**config.mk**
```make
export PLATFORM = sky130hd
export DESIGN_NAME = ipv4_header_skipping_xor_scrambler_core
export DESIGN_NICKNAME = d
export VERILOG_FILES = /design/src/ihxs_pkg.sv /design/src/ipv4_header_skipping_xor_scrambler_core.sv /design/src/ihxs_hold_buf.sv
export SDC_FILE = /design/constraint.sdc
export NUM_CORES = 1
export LEC_CHECK = 0
export ABC_CLOCK_PERIOD_IN_PS = 8950
export BUFFER_PORTS_ARGS = -buffer_cell sky130_fd_sc_hd__clkbuf_2
export CORE_UTILIZATION = 25
export CTS_BUF_LIST = sky130_fd_sc_hd__clkbuf_8
export CTS_CLUSTER_DIAMETER = 120
export CTS_CLUSTER_SIZE = 24
export DETAILED_ROUTE_END_ITERATION = 6
export HOLD_SLACK_MARGIN = 0.1
export PLACE_DENSITY = 0.37
export SYNTH_ARGS = -nofsm -noshare
export SYNTH_HDL_FRONTEND = slang
export SYNTH_SLANG_ARGS = --single-unit
```
**constraint.sdc**
```tcl
create_clock -name clk_i -period 8.95 [get_ports clk_i]
set_input_delay 2.685 -clock clk_i [delete_from_list [all_inputs] [get_ports clk_i]]
set_output_delay 2.685 -clock clk_i [all_outputs]
set_load 0.02 [all_outputs]
```
**src/ihxs_pkg.sv**
```systemverilog
// Shared constants for the IPv4 header skipping XOR scrambler.
// Holds header field codes, size limits and register indexes; no dependencies.
package ihxs_pkg;

  localparam int unsigned HOLD_DEPTH_DEF = 16;
  localparam int unsigned WORD_BYTES     = 4;

  // configuration register indexes
  localparam logic REG_SKIP_MODE = 1'b0;
  localparam logic REG_XOR_KEY   = 1'b1;

  // skip modes (mode three behaves as transport mode)
  localparam logic [1:0] MODE_NONE = 2'd0;
  localparam logic [1:0] MODE_IP   = 2'd1;

  localparam logic [3:0] IP_VERSION   = 4'd4;
  localparam logic [7:0] PROTO_TCP    = 8'd6;
  localparam logic [7:0] PROTO_UDP    = 8'd17;

  localparam int unsigned MIN_IP_HDR  = 20;
  localparam int unsigned MIN_TCP_HDR = 20;
  localparam int unsigned UDP_HDR     = 8;
  localparam int unsigned PROTO_POS   = 9;   // byte offset of IPv4 protocol field
  localparam int unsigned TCP_OFS_POS = 12;  // byte offset of TCP data offset, from IP end

endpackage

```
**src/ipv4_header_skipping_xor_scrambler_core.sv**
```systemverilog
// IPv4 header skipping XOR scrambler, top level. Uses ihxs_pkg and ihxs_hold_buf.
// Each output byte is registered in the output register.
// Throughput: one byte per cycle while the output is ready; the TCP data offset byte
// releases the held bytes (up to twelve) plus itself at the same rate; input stalls meanwhile.
// Reset: asynchronous active low, clears position, skip state and both registers.
module ipv4_header_skipping_xor_scrambler_core
  import ihxs_pkg::*;
#(
  parameter int unsigned HOLD_DEPTH = HOLD_DEPTH_DEF
) (
  input  logic        clk_i,
  input  logic        rst_ni,
  input  logic        cfg_we_i,
  input  logic        cfg_idx_i,
  input  logic [7:0]  cfg_data_i,
  input  logic        in_valid_i,
  output logic        in_ready_o,
  input  logic [7:0]  data_byte_i,
  input  logic [15:0] packet_length_i,
  output logic        out_valid_o,
  input  logic        out_ready_i,
  output logic [7:0]  out_byte_o,
  output logic        end_of_packet_o,
  output logic        burst_end_o
);

  localparam int unsigned CW = $clog2(HOLD_DEPTH + 1);
  localparam int unsigned AW = $clog2(HOLD_DEPTH);

  logic [1:0]    mode_q;
  logic [7:0]    key_q;
  logic [15:0]   pos_q, pos_d;
  logic [15:0]   len_q, len_d;
  logic [5:0]    ihl_q, ihl_d;
  logic [6:0]    skip_q, skip_d;
  logic          dec_q, dec_d;
  logic [CW-1:0] held_cnt_q, held_cnt_d;
  logic [CW-1:0] rd_ptr_q, rd_ptr_d;
  logic          drain_q, drain_d;
  logic          out_valid_q, out_valid_d;
  logic [7:0]    out_byte_q, out_byte_d;
  logic          out_eop_q, out_eop_d;
  logic          out_bend_q, out_bend_d;
  logic [7:0]    tail_byte_q, tail_byte_d;
  logic          tail_xor_q, tail_xor_d;
  logic          tail_eop_q, tail_eop_d;

  logic          in_fire, slot_free;
  logic          first_c, hdr_ok, dec0, dec1, dec2, end_c, hold_c, start_drain;
  logic [15:0]   len_c;
  logic [5:0]    ihl_raw, ihl_c, thl_c;
  logic [6:0]    skip0, skip1;
  logic [CW-1:0] held_c;
  logic          cur_xor, first_held_xor, drain_xor;
  logic          wr_en;
  logic [7:0]    rd_data;

  assign slot_free  = !out_valid_q || out_ready_i;
  assign in_ready_o = !drain_q && slot_free;
  assign in_fire    = in_valid_i && in_ready_o;

  // skip decision for the accepted byte
  always_comb begin
    first_c = (pos_q == 16'd0);
    len_c   = first_c ? packet_length_i : len_q;
    ihl_raw = 6'(data_byte_i[3:0]) * 6'(WORD_BYTES);
    hdr_ok  = (mode_q != MODE_NONE) && (packet_length_i >= 16'(MIN_IP_HDR)) &&
              (data_byte_i[7:4] == IP_VERSION) && (ihl_raw >= 6'(MIN_IP_HDR)) &&
              (packet_length_i >= 16'(ihl_raw));
    ihl_c   = first_c ? (hdr_ok ? ihl_raw : 6'd0) : ihl_q;
    skip0   = first_c ? (hdr_ok ? 7'(ihl_raw) : 7'd0) : skip_q;
    dec0    = first_c ? !(hdr_ok && (mode_q != MODE_IP)) : dec_q;
    held_c  = first_c ? '0 : held_cnt_q;
    thl_c   = 6'(data_byte_i[7:4]) * 6'(WORD_BYTES);
    skip1   = skip0;
    dec1    = dec0;
    if (!dec0 && (pos_q == 16'(PROTO_POS))) begin
      if (data_byte_i == PROTO_TCP) begin
        // too short for a full TCP header: settle on the IP header now
        dec1 = (len_c < 16'(ihl_c) + 16'(MIN_TCP_HDR));
      end else begin
        if ((data_byte_i == PROTO_UDP) && (len_c >= 16'(ihl_c) + 16'(UDP_HDR))) begin
          skip1 = 7'(ihl_c) + 7'(UDP_HDR);
        end
        dec1 = 1'b1;
      end
    end else if (!dec0 && (pos_q == 16'(ihl_c) + 16'(TCP_OFS_POS))) begin
      if ((thl_c >= 6'(MIN_TCP_HDR)) && (len_c >= 16'(ihl_c) + 16'(thl_c))) begin
        skip1 = 7'(ihl_c) + 7'(thl_c);
      end
      dec1 = 1'b1;
    end
    end_c          = ({1'b0, pos_q} + 17'd1) >= {1'b0, len_c};
    hold_c         = !dec1 && (pos_q >= 16'(skip1)) && !end_c;
    dec2           = dec1 || end_c;
    start_drain    = dec2 && (held_c != '0);
    cur_xor        = (pos_q >= 16'(skip1));
    first_held_xor = ({1'b0, ihl_c} >= skip1);
    drain_xor      = (8'(ihl_q) + 8'(rd_ptr_q)) >= {1'b0, skip_q};
  end

  assign wr_en = in_fire && hold_c && (held_c < CW'(HOLD_DEPTH));

  always_comb begin
    pos_d       = pos_q;
    len_d       = len_q;
    ihl_d       = ihl_q;
    skip_d      = skip_q;
    dec_d       = dec_q;
    held_cnt_d  = held_cnt_q;
    rd_ptr_d    = rd_ptr_q;
    drain_d     = drain_q;
    out_valid_d = out_valid_q;
    out_byte_d  = out_byte_q;
    out_eop_d   = out_eop_q;
    out_bend_d  = out_bend_q;
    tail_byte_d = tail_byte_q;
    tail_xor_d  = tail_xor_q;
    tail_eop_d  = tail_eop_q;

    if (in_fire) begin
      len_d  = len_c;
      ihl_d  = ihl_c;
      skip_d = skip1;
      dec_d  = dec2;
      pos_d  = end_c ? 16'd0 : pos_q + 16'd1;
      if (hold_c) begin
        held_cnt_d = held_c + CW'(1);
      end else if (dec2 && !start_drain) begin
        held_cnt_d = '0;
      end else begin
        held_cnt_d = held_c;
      end
    end

    if (in_fire && !hold_c) begin
      out_valid_d = 1'b1;
      if (start_drain) begin
        // first held byte goes out now, the current byte closes the burst
        out_byte_d  = rd_data ^ (first_held_xor ? key_q : 8'h00);
        out_eop_d   = 1'b0;
        out_bend_d  = 1'b0;
        drain_d     = 1'b1;
        rd_ptr_d    = CW'(1);
        tail_byte_d = data_byte_i;
        tail_xor_d  = cur_xor;
        tail_eop_d  = end_c;
      end else begin
        out_byte_d = data_byte_i ^ (cur_xor ? key_q : 8'h00);
        out_eop_d  = end_c;
        out_bend_d = 1'b1;
      end
    end else if (drain_q && slot_free) begin
      out_valid_d = 1'b1;
      if (rd_ptr_q == held_cnt_q) begin
        out_byte_d = tail_byte_q ^ (tail_xor_q ? key_q : 8'h00);
        out_eop_d  = tail_eop_q;
        out_bend_d = 1'b1;
        drain_d    = 1'b0;
        held_cnt_d = '0;
        rd_ptr_d   = '0;
      end else begin
        out_byte_d = rd_data ^ (drain_xor ? key_q : 8'h00);
        out_eop_d  = 1'b0;
        out_bend_d = 1'b0;
        rd_ptr_d   = rd_ptr_q + CW'(1);
      end
    end else if (out_ready_i) begin
      out_valid_d = 1'b0;
    end
  end

  always_ff @(posedge clk_i or negedge rst_ni) begin
    if (!rst_ni) begin
      mode_q      <= MODE_NONE;
      key_q       <= 8'h00;
      pos_q       <= 16'd0;
      len_q       <= 16'd0;
      ihl_q       <= 6'd0;
      skip_q      <= 7'd0;
      dec_q       <= 1'b0;
      held_cnt_q  <= '0;
      rd_ptr_q    <= '0;
      drain_q     <= 1'b0;
      out_valid_q <= 1'b0;
    end else begin
      if (cfg_we_i) begin
        unique case (cfg_idx_i)
          REG_SKIP_MODE: mode_q <= cfg_data_i[1:0];
          REG_XOR_KEY:   key_q  <= cfg_data_i;
        endcase
      end
      pos_q       <= pos_d;
      len_q       <= len_d;
      ihl_q       <= ihl_d;
      skip_q      <= skip_d;
      dec_q       <= dec_d;
      held_cnt_q  <= held_cnt_d;
      rd_ptr_q    <= rd_ptr_d;
      drain_q     <= drain_d;
      out_valid_q <= out_valid_d;
    end
  end

  always_ff @(posedge clk_i) begin
    out_byte_q  <= out_byte_d;
    out_eop_q   <= out_eop_d;
    out_bend_q  <= out_bend_d;
    tail_byte_q <= tail_byte_d;
    tail_xor_q  <= tail_xor_d;
    tail_eop_q  <= tail_eop_d;
  end

  ihxs_hold_buf #(
    .DEPTH (HOLD_DEPTH),
    .AW    (AW)
  ) u_hold_buf (
    .clk_i     (clk_i),
    .wr_en_i   (wr_en),
    .wr_addr_i (held_c[AW-1:0]),
    .wr_data_i (data_byte_i),
    .rd_addr_i (rd_ptr_d[AW-1:0]),
    .rd_data_o (rd_data)
  );

  assign out_valid_o     = out_valid_q;
  assign out_byte_o      = out_byte_q;
  assign end_of_packet_o = out_eop_q;
  assign burst_end_o     = out_bend_q;

endmodule

```
**src/ihxs_hold_buf.sv**
```systemverilog
// Hold buffer for bytes whose scrambling waits on the TCP data offset.
// One write port, one registered read port with write bypass; no dependencies.
module ihxs_hold_buf #(
  parameter int unsigned DEPTH = 16,
  parameter int unsigned AW    = $clog2(DEPTH)
) (
  input  logic          clk_i,
  input  logic          wr_en_i,
  input  logic [AW-1:0] wr_addr_i,
  input  logic [7:0]    wr_data_i,
  input  logic [AW-1:0] rd_addr_i,
  output logic [7:0]    rd_data_o
);

  logic [7:0] mem_q [DEPTH];
  logic [7:0] rd_data_q;

  always_ff @(posedge clk_i) begin
    if (wr_en_i) begin
      mem_q[wr_addr_i] <= wr_data_i;
    end
  end

  // read port follows the address every cycle; a same-cycle write is forwarded
  always_ff @(posedge clk_i) begin
    if (wr_en_i && (wr_addr_i == rd_addr_i)) begin
      rd_data_q <= wr_data_i;
    end else begin
      rd_data_q <= mem_q[rd_addr_i];
    end
  end

  assign rd_data_o = rd_data_q;

endmodule
```
# [Word level (Yosys, flattened, before mapping)]
# Memory sizes are Yosys's and may differ from the RTL's. A register that Yosys moved wholly into a read port is not among the register bits.
# Cells that the tools add are included.
[totals] ff_bits=88 ramBits=128 word_cells=146 mem_count=1 out_inout_bits=12 inputBits=38
[classes] reduce_logical=40 n_eq_ne=8 magnitude_cmp=12 n_bitwise=5 n_addsub=11 n_mux=51
[mem_list] name="u_hold_buf.mem_q" depth=16 word_bits=8 rd=1 rd_clocked_by_memory_dff=1 wr=1 line_no="ihxs_hold_buf.sv:15" text="logic [7:0] mem_q [DEPTH];"
[op_table] operator="8-bit two-way mux" count=8
[op_table] operator="5-bit two-way mux" count=11
[op_table] operator="16-bit by 7-bit >= comparator with 1-bit output" count=3
[op_table] operator="7-bit two-way mux" count=6
[op_table] operator="16-bit two-way mux" count=2
[op_table] operator="8-bit bitwise XOR" count=4
[op_table] operator="6-bit by 4-bit adder with 7-bit output, second input constant" count=3
[op_table] operator="1-bit two-way mux" count=21
[op_table] operator="1-bit logical AND" count=19
[op_table] operator="6-bit two-way mux" count=3
[op_table] operator="16-bit by 1-bit adder with 17-bit output, second input constant" count=1
[op_table] operator="17-bit by 16-bit >= comparator with 1-bit output" count=1
[op_table] operator="16-bit by 1-bit adder with 16-bit output, second input constant" count=1
[op_table] operator="16-bit by 4-bit == test with 1-bit output, second input constant" count=1
[op_table] operator="16-bit by 7-bit == test with 1-bit output" count=1
[op_table] operator="16-bit by 5-bit >= comparator with 1-bit output, second input constant" count=1
[op_table] operator="16-bit by 6-bit >= comparator with 1-bit output" count=1
[op_table] operator="16-bit zero test" count=1
[op_table] operator="16-bit by 7-bit < comparator with 1-bit output" count=1
[op_table] operator="6-bit by 6-bit adder with 7-bit output" count=2
[op_table] operator="6-bit by 5-bit >= comparator with 1-bit output, second input constant" count=2
[op_table] operator="5-bit by 1-bit adder with 5-bit output, second input constant" count=2
[op_table] operator="8-bit by 3-bit == test with 1-bit output, second input constant" count=1
[op_table] operator="8-bit by 5-bit == test with 1-bit output, second input constant" count=1
[op_table] operator="17 further kinds" count=30

# [Longest topological paths before layout]
# Gate-level depths: netlist of run 1.
[depth] ltp_word=22 ltp_mapped=37 mapped_depth_nobuf=35

# [Cells and area by module]
# From an unflattened synthesis of run 1, not the netlist that was laid out.
[hier_totals] hier_cells=1076 area_unflattened_um2=12598.3
[modules_own_cells] module="ipv4_header_skipping_xor_scrambler_core" seq_area_each_um2=2302.2 area_each_um2=7531.0 instances=1 cells_each=851
[modules_own_cells] module="ihxs_hold_buf" seq_area_each_um2=3923.8 area_each_um2=5067.4 instances=1 cells_each=225

# [Least setup slack after synthesis of run 1]
# OpenSTA, ideal clock, no wires.
[synth_path] kind="input-to-reg" from="input data_byte_i[3]" to="memory u_hold_buf.mem_q[11][0] (enable)" required_ns=8.555 setup_slack_ns=-0.503 cell_stages=34 n_path_buf=3 setup_time_ns=0.395 t_arrival_ns=9.058 cell_sequence="clkbuf_1 -> inv_1 -> ha_1 -> nand2_1 -> o211ai_2 -> and2_4 -> buf_6 -> nand2_1 -> o21ai_1 -> ha_1 -> inv_1 -> fa_1 -> inv_1 -> a21o_1 -> a21oi_1 -> ha_1 -> a21oi_1 -> o21ai_0 -> o32ai_1 -> a21oi_1 -> and3_1 -> buf_2 -> a21oi_1 -> mux2i_1 -> nor2_1 -> ha_1 -> nand2b_1 -> a21o_1 -> a21o_1 -> a21oi_1 -> o211a_1 -> a311oi_2 -> nand3_1 -> nor4_1"
[synth_via] elab_chain_len=18 elab_cells_between_ends=44 classes_between="add/sub: 6; order compare: 6; eq/ne: 3; mux: 15; reduce/logical: 14"
[synth_rtl] item="start: declaration" line_no="ipv4_header_skipping_xor_scrambler_core.sv:18" text="input logic [7:0] data_byte_i,"
[synth_rtl] item="branches (longest 2 deep; another with 16-bit by 6-bit >= comparator with 1-bit output)"
[synth_rtl] item="1-bit logical AND *" line_no="ipv4_header_skipping_xor_scrambler_core.sv:68" text="(data_byte_i[7:4] == IP_VERSION) && (ihl_raw >= 6'(MIN_IP_HDR)) &&"
[synth_rtl] item="6-bit two-way mux * (2 in series)" line_no="ipv4_header_skipping_xor_scrambler_core.sv:70" text="ihl_c = first_c ? (hdr_ok ? ihl_raw : 6'd0) : ihl_q;"
[synth_rtl] item="via ihl_c[2]" line_no="ipv4_header_skipping_xor_scrambler_core.sv:51" text="logic [5:0] ihl_raw, ihl_c, thl_c;"
[synth_rtl] item="6-bit by 6-bit adder with 7-bit output / 6-bit by 4-bit adder with 7-bit output (equally long branches)" line_no="ipv4_header_skipping_xor_scrambler_core.sv:88, ipv4_header_skipping_xor_scrambler_core.sv:82"
[synth_rtl] item="16-bit by 7-bit >= comparator with 1-bit output (on tied branches)" line_no="ipv4_header_skipping_xor_scrambler_core.sv:88, ipv4_header_skipping_xor_scrambler_core.sv:82"
[synth_rtl] item="1-bit logical AND (on tied branches)" line_no="ipv4_header_skipping_xor_scrambler_core.sv:88, ipv4_header_skipping_xor_scrambler_core.sv:82"
[synth_rtl] item="7-bit two-way mux (on tied branches)" line_no="ipv4_header_skipping_xor_scrambler_core.sv:88, ipv4_header_skipping_xor_scrambler_core.sv:82"
[synth_rtl] item="7-bit two-way mux (on tied branches)" line_no="ipv4_header_skipping_xor_scrambler_core.sv:87, ipv4_header_skipping_xor_scrambler_core.sv:78"
[synth_rtl] item="7-bit two-way mux *" line_no="ipv4_header_skipping_xor_scrambler_core.sv:77" text="if (!dec0 && (pos_q == 16'(PROTO_POS))) begin"
[synth_rtl] item="via skip1[0]" line_no="ipv4_header_skipping_xor_scrambler_core.sv:52" text="logic [6:0] skip0, skip1;"
[synth_rtl] item="16-bit by 7-bit >= comparator with 1-bit output *" line_no="ipv4_header_skipping_xor_scrambler_core.sv:94" text="hold_c = !dec1 && (pos_q >= 16'(skip1)) && !end_c;"
[synth_rtl] item="1-bit logical AND * (2 in series)" line_no="ipv4_header_skipping_xor_scrambler_core.sv:94"
[synth_rtl] item="1-bit logical AND * (2 in series)" line_no="ipv4_header_skipping_xor_scrambler_core.sv:102" text="assign wr_en = in_fire && hold_c && (held_c < CW'(HOLD_DEPTH));"
[synth_rtl] item="1-bit two-way mux *" line_no="ihxs_hold_buf.sv:19" text="if (wr_en_i) begin"
[synth_rtl] item="1-bit two-way mux (implied by the code) *" line_no="ihxs_hold_buf.sv:20" text="mem_q[wr_addr_i] <= wr_data_i;"
[synth_rtl] item="end: declaration" line_no="ihxs_hold_buf.sv:15"
# Mark *: on every way through the listed nets, which the timed path passes.

# [Worst setup path in the final report of run 1]
[layout_path] from="input packet_length_i[8]" to="register out_byte_q[0], in the netlist out_byte_o[0] (data pin)"
[layout_via] elab_chain_len=19 elab_cells_between_ends=54 classes_between="add/sub: 6; order compare: 8; eq/ne: 1; mux: 18; bitwise: 2; reduce/logical: 19"
[layout_rtl] item="start: declaration" line_no="ipv4_header_skipping_xor_scrambler_core.sv:19" text="input logic [15:0] packet_length_i,"
[layout_rtl] item="16-bit by 5-bit >= comparator with 1-bit output" line_no="ipv4_header_skipping_xor_scrambler_core.sv:67" text="hdr_ok = (mode_q != MODE_NONE) && (packet_length_i >= 16'(MIN_IP_HDR)) &&"
[layout_rtl] item="1-bit logical AND (2 in series)" line_no="ipv4_header_skipping_xor_scrambler_core.sv:67"
[layout_rtl] item="1-bit logical AND" line_no="ipv4_header_skipping_xor_scrambler_core.sv:68"
[layout_rtl] item="1-bit logical AND *" line_no="ipv4_header_skipping_xor_scrambler_core.sv:68"
[layout_rtl] item="6-bit two-way mux * (2 in series)" line_no="ipv4_header_skipping_xor_scrambler_core.sv:70"
[layout_rtl] item="via ihl_c[3]" line_no="ipv4_header_skipping_xor_scrambler_core.sv:51"
[layout_rtl] item="6-bit by 6-bit adder with 7-bit output / 6-bit by 4-bit adder with 7-bit output (equally long branches)" line_no="ipv4_header_skipping_xor_scrambler_core.sv:88, ipv4_header_skipping_xor_scrambler_core.sv:82"
[layout_rtl] item="16-bit by 7-bit >= comparator with 1-bit output (on tied branches)" line_no="ipv4_header_skipping_xor_scrambler_core.sv:88, ipv4_header_skipping_xor_scrambler_core.sv:82"
[layout_rtl] item="1-bit logical AND (on tied branches)" line_no="ipv4_header_skipping_xor_scrambler_core.sv:88, ipv4_header_skipping_xor_scrambler_core.sv:82"
[layout_rtl] item="7-bit two-way mux (on tied branches)" line_no="ipv4_header_skipping_xor_scrambler_core.sv:88, ipv4_header_skipping_xor_scrambler_core.sv:82"
[layout_rtl] item="7-bit two-way mux (on tied branches)" line_no="ipv4_header_skipping_xor_scrambler_core.sv:87, ipv4_header_skipping_xor_scrambler_core.sv:78"
[layout_rtl] item="7-bit two-way mux *" line_no="ipv4_header_skipping_xor_scrambler_core.sv:77"
[layout_rtl] item="via skip1[0]" line_no="ipv4_header_skipping_xor_scrambler_core.sv:52"
[layout_rtl] item="branches (longest 5 deep; another with 16-bit by 7-bit >= comparator with 1-bit output)"
[layout_rtl] item="8-bit two-way mux *" line_no="ipv4_header_skipping_xor_scrambler_core.sv:136" text="if (in_fire && !hold_c) begin"
[layout_rtl] item="via out_byte_d[0]" line_no="ipv4_header_skipping_xor_scrambler_core.sv:41" text="logic [7:0] out_byte_q, out_byte_d;"
[layout_rtl] item="end signal: assignment" line_no="ipv4_header_skipping_xor_scrambler_core.sv:206" text="out_byte_q <= out_byte_d;"
[layout_rtl] item="end: declaration" line_no="ipv4_header_skipping_xor_scrambler_core.sv:41"
# Marks and branches as above.
# A chain may end at the register's enable or synchronous reset.

==> metrics.yaml, run 1 <==
synth_top_area_frac: 0.349
holdPathEnd: "len_q[1]"
drc: 0
die-area_um2: 51900
ys_ff_latch: 220
dpl.hpwl_um: 29600
crit_top_cell: "a21o_1"
multi_input_area_um2: 6190
setup_tns_ns: 0
die_height_um: 228
holdWs_ns: 0.487
slew_violations: 0
avgRoutedWirePerCell_um: 21.5
cts_inserted_buffers: 14
final_nets: 1348
required_ns: 9.31
fmax_mhz: 117
rsz0062_at_grt: "false"
postSynth.asyncResetShare: 0.309
ir_worst_vdd_uv: 101
path_clk_slew_ns: 0.13
syn_inst: 1137
postLayoutCellArea_um2: 14700
worst_pin_slew_ns: 0.976
crit_slowest_cell: "or4_4"
status: "finished, final reports clean"
core_area_um2: 50200
slew_headroom: 0.347
drt_wl_total_um: 41100
path_max_fanout: 6
setup_viol: 0
yosysWarningCount: 0
ctsHtreeMaxLevel: 1
fillers: 5190
dp_slack_ns: -0.796
synthFlopType: "edfxtp_1"
final_core_util: 0.293
io-pin-count: 50
min_period_ns: 8.52
power_leakage_nw: 5.75
clock_sinks: 220
grt_max_degree: 48
drive_gt1_frac: 0.197
netlist_top_cells_count: "nand2_1, edfxtp_1, ha_1"
r2r-end: "out_byte_o[0]"
cts_buffer_depth: 3
rrSetupSlack_ns: 1.92
finClkSkew_ns: 0.0721
dpl-instance-area_um2: 14400
drtAntennaViolNets: 0
seq_area_um2: 6230
antenna_found_initial: 2
track_usage: 0.160
place_congestion: 0.852
p_per_area_nw_per_um2: 303
synth.largest_area_cell: "edfxtp_1"
startpoint_type: "input port"
cts_root_buf: "clkbuf_8"
synth_nets: 1256
setup_slack_ns: 0.430
syn_to_final_growth_pct: 15.5
synth_most_common_cell: "nand2_1"
ys_seq_area_frac: 0.489
total_power_mw: 4.46
grtUsageMet1: 0.223
reg2reg_from: "pos_q[0]"
crit_path_end_kind: "flip-flop"
hold_path_class: "flip-flop to flip-flop"
yosysUniqueCellTypes: 87
critical-path-top-delay-family: "compound AO/OA/AOI/OAI gates"
synth_edf_count: 148
worstHoldStart: "len_q[1]"
port_buffers: 49
placementRows: 82
clk_latency_ns: 0.60
hold_viol_final: 0
top_usage_layer: "met2"
initial_utilization: 0.254
syn_avg_cell_area_um2: 11.2
critPathBufInv: 4
fin_crit_sh: 0.952
drt_iter0_drc: 547
dp_cells: 1885
crit_type: "input port to flip-flop"
cts_tree: "yes"
vias: 9296
gr-usage-met2: 0.261
met3_usage: 0.0218
vias_per_cell: 4.86
yosys-top-cells-area: "edfxtp_1, dfrtp_1, ha_1"
maxCapViolations: 0
worst_ep_arrival_time_ns: 8.88
final_cells: 1912
drtPass1Iterations: 4
die-width_um: 228
grt_first_pass_wirelength_um: 62700
r2r_cells: 33
cpPeakStageDelay_ns: 0.55
first_global_vias: 9533
synth_area_um2: 12700
overflow: 0
hold_depth: 2
==> logic make-up after synthesis <==
family / share of synthesized area
muxes: 0.0962
AOI/OAI and AO/OA: 0.131
and+or+nand+nor: 0.145
DFF: 0.489
xor gates and xnor gates: 0.0227
buffers and inverters: 0.0355
adders and majority gates: 0.0807
==> repair_timing <==
action	in CTS	in global routing
hold buffers	0	0
endpoints found under the hold margin	0	0
cloned	0	0
pin swaps	0	2
buffers inserted	0	0
gates resized for setup	1	6
setup endpoints to repair	133	156
==> power by group <==
| part | leakage (nW) | switching (mW) | internal [mW] |
|---|---|---|---|
| Clock | 0.156 | 0.364 | 0.165 |
| Sequential | 2.25 | 0.157 | 1.25 |
| Combinational | 3.34 | 1.51 | 1.01 |
| Total | 5.75 | 2.03 | 2.43 |
==> final cells by class <==
type / instances / share of cell area
Inverter: 54 / 0.0138
Timing Repair Buffer: 133 / 0.0673
Clock buffer: 15 / 0.0140
Tap cell: 672 / 0.0571
Sequential cell: 220 / 0.423
Clock inverter: 9 / 0.00366
Antenna cell: 3 / 0.000510
Multi-Input combinational cell: 806 / 0.421
==> layout by cell type, fill, tap and decap left out, types with 13 or more instances in the layout <==
cell type	n
buf_4	76
nand2_1	169
edfxtp_1	148
nand4_1	14
mux4_2	39
mux2i_1	20
and3_1	18
a21oi_1	46
and2_1	13
dfrtp_1	68
clkbuf_2	48
xor2_1	15
o21ai_0	58
clkbuf_8	15
a21o_1	19
xnor2_1	17
nand3_1	44
mux2_2	13
nor2_1	47
inv_1	59
ha_1	79
==> worst max path at each step <==
stage / end / cells after the start / start
finish: out_byte_o[0] / 33 / packet_length_i[8]
global route: out_byte_o[3] / 33 / packet_length_i[8]
CTS: u_hold_buf.mem_q[8][7] / 33 / data_byte_i[5]
detailed placement: u_hold_buf.mem_q[8][5] / 33 / data_byte_i[5]
global placement: u_hold_buf.mem_q[8][7] / 33 / data_byte_i[5]
floorplan: u_hold_buf.mem_q[5][0] / 35 / data_byte_i[3]
==> worst min-delay path, cell delays in order, from the launching register on <==
cell and delay, ns:
dfrtp_1 0.37, nand2_1 0.05, nand2_1 0.05
==> state kept, by name (all words and copies together) (netlist names), named ones only <==
| signal | cells |
|---|---|
| burst_end_o | 1 |
| tail_byte_q | 8 |
| end_of_packet_o | 1 |
| out_valid_o | 1 |
| out_byte_o | 8 |
| drain_q | 1 |
| u_hold_buf.mem_q | 128 |
| mode_q | 2 |
| rd_ptr_q | 5 |
| pos_q | 16 |
| tail_xor_q | 1 |
| key_q | 8 |
| len_q | 16 |
| skip_q | 7 |
| tail_eop_q | 1 |
| ihl_q | 6 |
| dec_q | 1 |
| held_cnt_q | 5 |
==> routing by layer <==
layer	wire length (um)	part of all wire	up-vias
met4	822	0.020	4
met5	26	0.00063	-
met2	19300	0.47	171
met1	19500	0.47	4656
met3	1560	0.038	41
li1	-	-	4424
Power figures use the tool's default switching activity.
==> run 2: changes to the inputs <==
--- a/config.mk
+++ b/config.mk
@@ -14,6 +14,7 @@
 export DETAILED_ROUTE_END_ITERATION = 6
 export HOLD_SLACK_MARGIN = 0.1
 export PLACE_DENSITY = 0.37
+export RECOVER_POWER = 50
 export SYNTH_ARGS = -nofsm -noshare
 export SYNTH_HDL_FRONTEND = slang
 export SYNTH_SLANG_ARGS = --single-unit
==> metrics.yaml, run 2 (synthesis gave the netlist of run 1 again) <==
cpPeakStageDelay_ns: 1.09
slew_violations: 71
cts_buffer_depth: 3
slew_headroom: -0.604
required_ns: 9.31
startpoint_type: "input port"
top_regs: "u_hold_buf.mem_q (128), len_q (16), pos_q (16)"
met1Wirelength_um: 19600
die-area_um2: 51900
core_area_um2: 50200
dr_wl_met2_um: 19200
min_period_ns: 8.55
final_nets: 1348
path_max_fanout: 23
drt_iter0_drc: 576
die-width_um: 228
drc: 0
dpl.hpwl_um: 29600
ir_worst_vdd_uv: 100
first_global_vias: 9533
reg2reg_from: "pos_q[0]"
hold_viol_final: 0
drt_wl_total_um: 41100
initial_utilization: 0.254
vias_per_cell: 4.86
post-cts-setup-buffers: 0
clk_latency_ns: 0.60
final_common_cell: "nand2_1"
grt_max_degree: 48
io-pin-count: 50
worstHoldStart: "len_q[1]"
crit_type: "input port to flip-flop"
ctsHtreeMaxLevel: 1
p_per_area_nw_per_um2: 304
overflow: 0
setup_viol: 0
final_cell_mix: "nand2_1, edfxtp_1, ha_1"
worst_ep_arrival_time_ns: 8.91
drtPass1Iterations: 5
path_clk_slew_ns: 0.13
syn_to_final_growth_pct: 15.0
track_usage: 0.160
drtAntennaViolNets: 0
drive_gt1_frac: 0.172
crit_top_cell: "a21o_1"
cts_tree: "yes"
fin_crit_sh: 0.955
fmax_mhz: 117
hold_path_class: "flip-flop to flip-flop"
clock_sinks: 220
dpl-instance-area_um2: 14400
place_congestion: 0.852
avgRoutedWirePerCell_um: 21.5
status: "finished with violations"
postLayoutCellArea_um2: 14600
violations: "capacitance limit, slew limit"
finClkSkew_ns: 0.0702
cts_inserted_buffers: 14
top_layer: "met5"
crit_start: "data_byte_i[4]"
placementRows: 82
crit_slowest_cell: "clkbuf_1"
cts_root_buf: "clkbuf_8"
crit_path_end_kind: "flip-flop"
maxCapViolations: 2
regMostFlops: "u_hold_buf.mem_q"
holdWs_ns: 0.487
grt_first_pass_wirelength_um: 62700
power_leakage_nw: 5.65
port_buffers: 49
worst_pin_slew_ns: 2.41
route.met3.wl_um: 1540
antenna_found_initial: 2
vias: 9299
largest_reg_flops: 128
die_height_um: 228
rsz0062_at_grt: "false"
==> run 2: changes by cell type in the layout (fill, tap and decap cells not counted) <==
cell      change
clkbuf_2     -17
clkbuf_1     +31
buf_4        -14
diode_2       +1
==> run 2: cell type report <==
type                       count  area (um^2)
clock buffer                  15          206
tap                          672          841
inverter                      54          203
fill                        5209        35500
antenna                        4         10.0
timing repair buffer         133          917
sequential                   220         6230
multi-input combinational    806         6190
clock inverter                 9         53.8
==> run 2: critical path: cells and delay by family <==
| family | cells | cell delay, ns |
|---|---|---|
| simple gates | 4 | 0.49 |
| compound gates | 12 | 2.11 |
| fa+ha+maj | 4 | 1.32 |
| mux | 2 | 0.31 |
| xor+xnor | 1 | 0.15 |
| buf+inv | 6 | 1.83 |
==> run 2: path summary, 6_finish.rpt <==
kind                                       to  slack [ns]  depth (start not counted)
min in group asynchronous         rd_ptr_q[4]        2.66                          1
worst min register to register       len_q[1]        0.49                          2
worst min-delay path                 len_q[1]        0.49                          2
max in group asynchronous            key_q[2]        3.18                          2
worst max register to register  out_byte_o[0]        1.92                         33
worst max-delay path            out_byte_o[0]        0.40                         29
==> run 2: what timing repair did <==
item	in CTS	in global routing
gates resized for setup	1	6
setup endpoints to repair	133	156
hold buffers	0	0
cloned	0	0
pin swaps	0	2
==> run 2: report_power, final <==
part	internal [mW]	total, mW	switching [mW]	leakage (nW)
logic	1.00	2.52	1.51	3.24
registers	1.25	1.41	0.156	2.25
clock network	0.165	0.526	0.361	0.156
total	2.42	4.45	2.03	5.65
==> run 2: per-layer routing <==
metal  vias up  GRT usage
met4         4     0.0389
met5         -          0
met2       181      0.261
met3        41     0.0218
li1       4425          -
met1      4648      0.223
==> run 2: stage by stage <==
stage                      util  setup WS [ns]  instances  power (mW)  setup TNS (ns)
after global routing      0.292         0.0460       1909        4.82               0
after detailed placement  0.287         -0.796       1885        3.97         -112.66
after CTS                 0.293          0.114       1909        4.52               0
after global placement    0.287         -0.705       1885        3.95          -99.52
after floorplan               -        -0.0290       1137        3.13           -1.11
final                     0.292          0.403       1913        4.45               0
